**config.mk**
```make
export PLATFORM = sky130hd
export DESIGN_NAME = dmf_ram
export DESIGN_NICKNAME = d
export VERILOG_FILES = /design/src/hdl/dmf_ram.sv
export SDC_FILE = /design/constraint.sdc
export NUM_CORES = 2
export LEC_CHECK = 0
export BUFFER_PORTS_ARGS = -buffer_cell sky130_fd_sc_hd__buf_4
export CORE_UTILIZATION = 25
export DETAILED_ROUTE_END_ITERATION = 10
export PLACE_DENSITY = 0.37
export SYNTH_ARGS = -nofsm -noshare
export SYNTH_HDL_FRONTEND = slang
export SYNTH_SLANG_ARGS = --single-unit
```
**constraint.sdc**
```tcl
create_clock -name clk -period 2.6 [get_ports clk]
set_input_delay 0.52 -clock clk [delete_from_list [all_inputs] [get_ports clk]]
set_output_delay 0.52 -clock clk [all_outputs]
set_load 0.01 [all_outputs]
```
**src/hdl/dmf_ram.sv**
```systemverilog
`timescale 1ns / 1ps
// ----------------------------------------------------------------------------
// dmf_ram
// Simple dual-port RAM, one write and one read port, registered read data.
// ----------------------------------------------------------------------------
module dmf_ram #(
  parameter int WIDTH = 8,
  parameter int DEPTH = 256
) (
  input  logic                                     clk,
  input  logic                                     we,
  input  logic [(DEPTH > 1 ? $clog2(DEPTH) : 1)-1:0] waddr,
  input  logic [WIDTH-1:0]                         wdata,
  input  logic [(DEPTH > 1 ? $clog2(DEPTH) : 1)-1:0] raddr,
  output logic [WIDTH-1:0]                         rdata
);
  logic [WIDTH-1:0] mem [DEPTH];

  always_ff @(posedge clk) begin
    if (we) begin
      mem[waddr] <= wdata;
    end
    rdata <= mem[raddr];
  end
endmodule

```
# After elaboration in Yosys (flattened, before gate mapping)
# Memories as Yosys holds them, arrays and structs flattened. A register that Yosys moved wholly into a read port is not among the register bits.
# Cells that the tools add are included.
# W data, S select, Z words.
[word_totals]
regBits = 0
ramBits = 2048
inputBits = 26
out_inout_bits = 8
wordCells = 3
n_memories = 1
[op_classes]
muxes = 2
[memory_table]
columns = ["memory", "depth", "width", "read_ports", "rd_ports_with_merged_regs", "wr", "line_no", "text"]
rows = [
  ["mem", 256, 8, 1, 1, 1, "17", "logic [WIDTH-1:0] mem [DEPTH];"],
]
[ops]
columns = ["operator", "count"]
rows = [
  ["$mux W1", 2],
]

# Longest topological paths before layout
[depth]
ltp_word = 2
ltp_mapped = 11
ltp_nobuf = 6

# Worst setup path before layout
# OpenSTA, ideal clock, no wires.
[synth_path]
path_kind = "in2reg"
from = "in raddr[0] (netlist name)"
to = "reg rdata[2], read port of mem"
setup_time_ns = 0.131
t_arrival_ns = 2.327
required_time_ns = 2.469
path_slack_ns = 0.142
cell_stages = 9
path_buffers = 4
path_cell_list = "buf_6 -> buf_12 -> buf_8 -> buf_2 -> mux4_2 -> a22oi_1 -> a21oi_1 -> nor4_1 -> nor4_2"
[synth_rtl]
columns = ["element", "line_no", "text"]
rows = [
  ["from (decl)", "14", "input logic [(DEPTH > 1 ? $clog2(DEPTH) : 1)-1:0] raddr,"],
  ["to (decl)", "15", "output logic [WIDTH-1:0] rdata"],
]

==> results.py <==
metrics = {
    "outcome": {
        "status": "complete, no violations",
    },
    "critical_path": {
        "reg2reg_depth": 7,
        "slowest_stage": "mux4_2",
        "critPathKind": "register to register",
        "path_common_cell": "mux4_2",
        "end_kind": "register",
        "reg2reg_from": "mem[138][2]",
        "endpoint": "rdata[2]",
        "reg2reg_slack_ps": 20,
        "cp_max_fo": 1,
        "crit_start": "mem[138][2]",
        "r2r-end": "rdata[2]",
        "cp_cell_sequence": "mux4_2, mux4_2, nor2_1, a2111oi_0, nor3_1, buf_4, nor4_2",
        "max_stage_delay_ps": 520,
        "worst_setup_path_start_kind": "register",
        "crit_arrival_ps": 3310,
        "cp.required_ps": 3330,
    },
    "yosys": {
        "synth_top_family_by_area": "multiplexers",
        "yosysWarnings": 0,
        "synth_area_um2": 79600,
        "synth.top_cell.area_share_pct": 77.3,
        "yosys_register_bits": 2056,
        "synth-xor-area-share_pct": 0,
        "yosys.area_share.simple_pct": 2.63,
        "seq_area_frac_synth_pct": 77.5,
        "async_flop_share_pct": 0,
        "postSynthAreaPerCell_um2": 21.3,
        "muxShareOfSynthArea_pct": 14.6,
        "synth_compound_area_share_pct": 3.42,
        "synth_cell_types": 55,
        "synth_top_cell_by_area": "edfxtp_1",
        "synth-adder-area-share_pct": 0,
        "synth_area_leaders": "edfxtp_1 77%, mux4_2 13%, mux2i_1 1.7%, nor2_1 1.3%, a22oi_1 1.3%",
        "ys.flop_type": "edfxtp_1",
        "synth_cells": 3733,
        "syn-num-nets": 3759,
        "synth_edf_count": 2048,
    },
    "drt": {
        "avgRoutedWirePerCell_um": 27.6,
        "wirelength_mm": 247,
        "firstDrtPassIters": 5,
        "vias": 40400,
        "drc": 0,
        "drt_iter0_markers": 3558,
        "via_per_inst": 4.51,
        "drt.antenna.violating_nets": 0,
    },
    "floorplanning": {
        "initial_core_util_pct": 25.2,
        "dieArea_um2": 320000,
        "die_h_um": 566,
        "coreArea_um2": 316000,
        "io_pins": 34,
        "die_w_um": 566,
        "rows": 206,
    },
    "placed_design": {
        "placed_cells": 8510,
        "portBuffers": 33,
        "dpl.hpwl_mm": 163,
        "dpl-instance-area_um2": 91200,
        "gp_congestion": 0.770,
    },
    "grt": {
        "grt_pass1_wl_mm": 343,
        "grt_overflow": 0,
        "grt_usage_pct": 15.2,
        "antenna_found_initial": 22,
        "grt_pass1_vias": 42300,
        "grt_max_degree": 89,
    },
    "cts": {
        "clkLatencyLatePin_ps": 900,
        "cts.sinks": 2056,
        "cts_root_buffer": "clkbuf_16",
        "cts_tree": "yes",
        "cts_max_level": 4,
        "postCtsSetupBuffers": 0,
        "clk_pin_slew_ps": 60,
        "cts.path.max_buffers": 4,
        "cts_buffers": 233,
    },
    "min_path": {
        "worstHoldPathType": "input port to register",
        "hp-start": "wdata[0]",
    },
    "layout": {
        "final_common_cell": "edfxtp_1",
        "post-route-util_pct": 31.3,
        "final_cell_mix": "2048 x edfxtp_1, 733 x buf_4, 454 x mux4_2",
        "fillers": 30300,
        "syn2layout_area_growth_pct": 24.1,
        "drive_gt1_share_pct": 34.9,
        "design_area_um2": 98800,
        "nNetsFinal": 4613,
        "layout.cells.non_filler": 8938,
    },
    "timing": {
        "rsz0062_at_grt": "false",
        "finalSetupViolations": 0,
        "max_slew_margin_pct": 39.2,
        "period_needed_ps": 2580,
        "finalHoldViolCount": 0,
        "fin_skew_ps": 54.5,
        "tightest_slew_ps": 908,
        "fin_crit_sh_pct": 99.2,
        "whs_ps": 79.6,
        "finalSetupTns_ps": 0,
        "slew_viol_final": 0,
        "max_freq_ghz": 0.388,
    },
    "power_and_ir_drop": {
        "ir_drop_v": 0.000662,
        "p_leak_nw": 31.7,
        "powerDensity_nw_per_um2": 741,
    },
    "run": {
        "maxCapViolations": 0,
    },
}
-- through the flow --
step	power, mW	setup slack [ps]
5_1_grt	75.5	13.1
2_1_floorplan	39.1	142
3_5_place_dp	41.7	-1640
3_3_place_gp	41.7	-1670
6_report	73.2	21.2
4_1_cts	74.3	10.5
-- synthesized netlist by cell type (all sizes together), types with 6 or more instances --
master  number
a211oi      16
a21oi       96
a221oi      14
a22o         8
a22oi      133
and2         6
buf        122
clkbuf     111
dfxtp        8
edfxtp    2048
mux2i      134
mux4       456
nand2       33
nand2b       8
nand3       34
nand4       10
nor2       282
nor2b       31
nor3        22
nor4        27
o211ai      10
o21ai       12
o221ai      47
o22ai       28
-- report_power, final --
part	switching [mW]	internal, mW
Sequential	0.0942	36.5
Clock	13.4	18.9
Combinational	2.55	1.73
Total	16.1	57.2
-- critical path, delay by kind of cell (launching register included) --
kind / cells / cell delay, ps
flops: 1 / 370
simple gates: 3 / 690
mux: 2 / 1030
compound gates: 1 / 70
buf+inv: 1 / 250
-- cell type report --
| type | instances | area [µm²] | area share [%] |
|---|---|---|---|
| repair buffers | 852 | 7810 | 7.91 |
| well taps | 4160 | 5200 | 5.27 |
| clock inverters | 127 | 1240 | 1.26 |
| diodes | 5 | 12.5 | 0.0127 |
| inverters | 2 | 7.51 | 0.00760 |
| flip-flops and latches | 2056 | 61700 | 62.4 |
| multi-input cells | 1442 | 16700 | 16.9 |
| clock buffers | 294 | 6140 | 6.22 |
-- state kept, by name, indices dropped and copies added (netlist names) --
signal / flops
rdata: 8
mem: 2048
-- worst min-delay path by stage --
stage / end / slack [ps] / cells after the start
5_1_grt: mem[69][0] / 20 / 1
3_5_place_dp: mem[58][5] / 900 / 1
2_1_floorplan: mem[0][0] / 620 / 0
4_1_cts: mem[158][6] / 4 / 1
6_report: mem[69][0] / 80 / 1
3_3_place_gp: mem[58][5] / 910 / 1
-- routing by layer --
metal	share of wire (%)	GRT usage (%)	vias to the layer above
met2	48	24.8	950
met1	45	20.8	21600
li1	-	-	17400
met5	0.0081	0	-
met3	4.9	2.59	310
met4	2.5	3.95	2
-- repair_timing --
action                                  4_1_cts  5_1_grt
resized for setup                            17        5
endpoints found under the setup margin        7        3
hold buffers                                  2        0
pin swaps                                     0        1
hold endpoints to repair                     27        0
gates cloned                                  0        0
-- logic make-up after synthesis --
logic type,after synthesis
buffers and inverters,235
and+or+nand+nor,466
muxes,591
DFF,2056
AOI/OAI and AO/OA,385
Power figures use the tool's default switching activity.
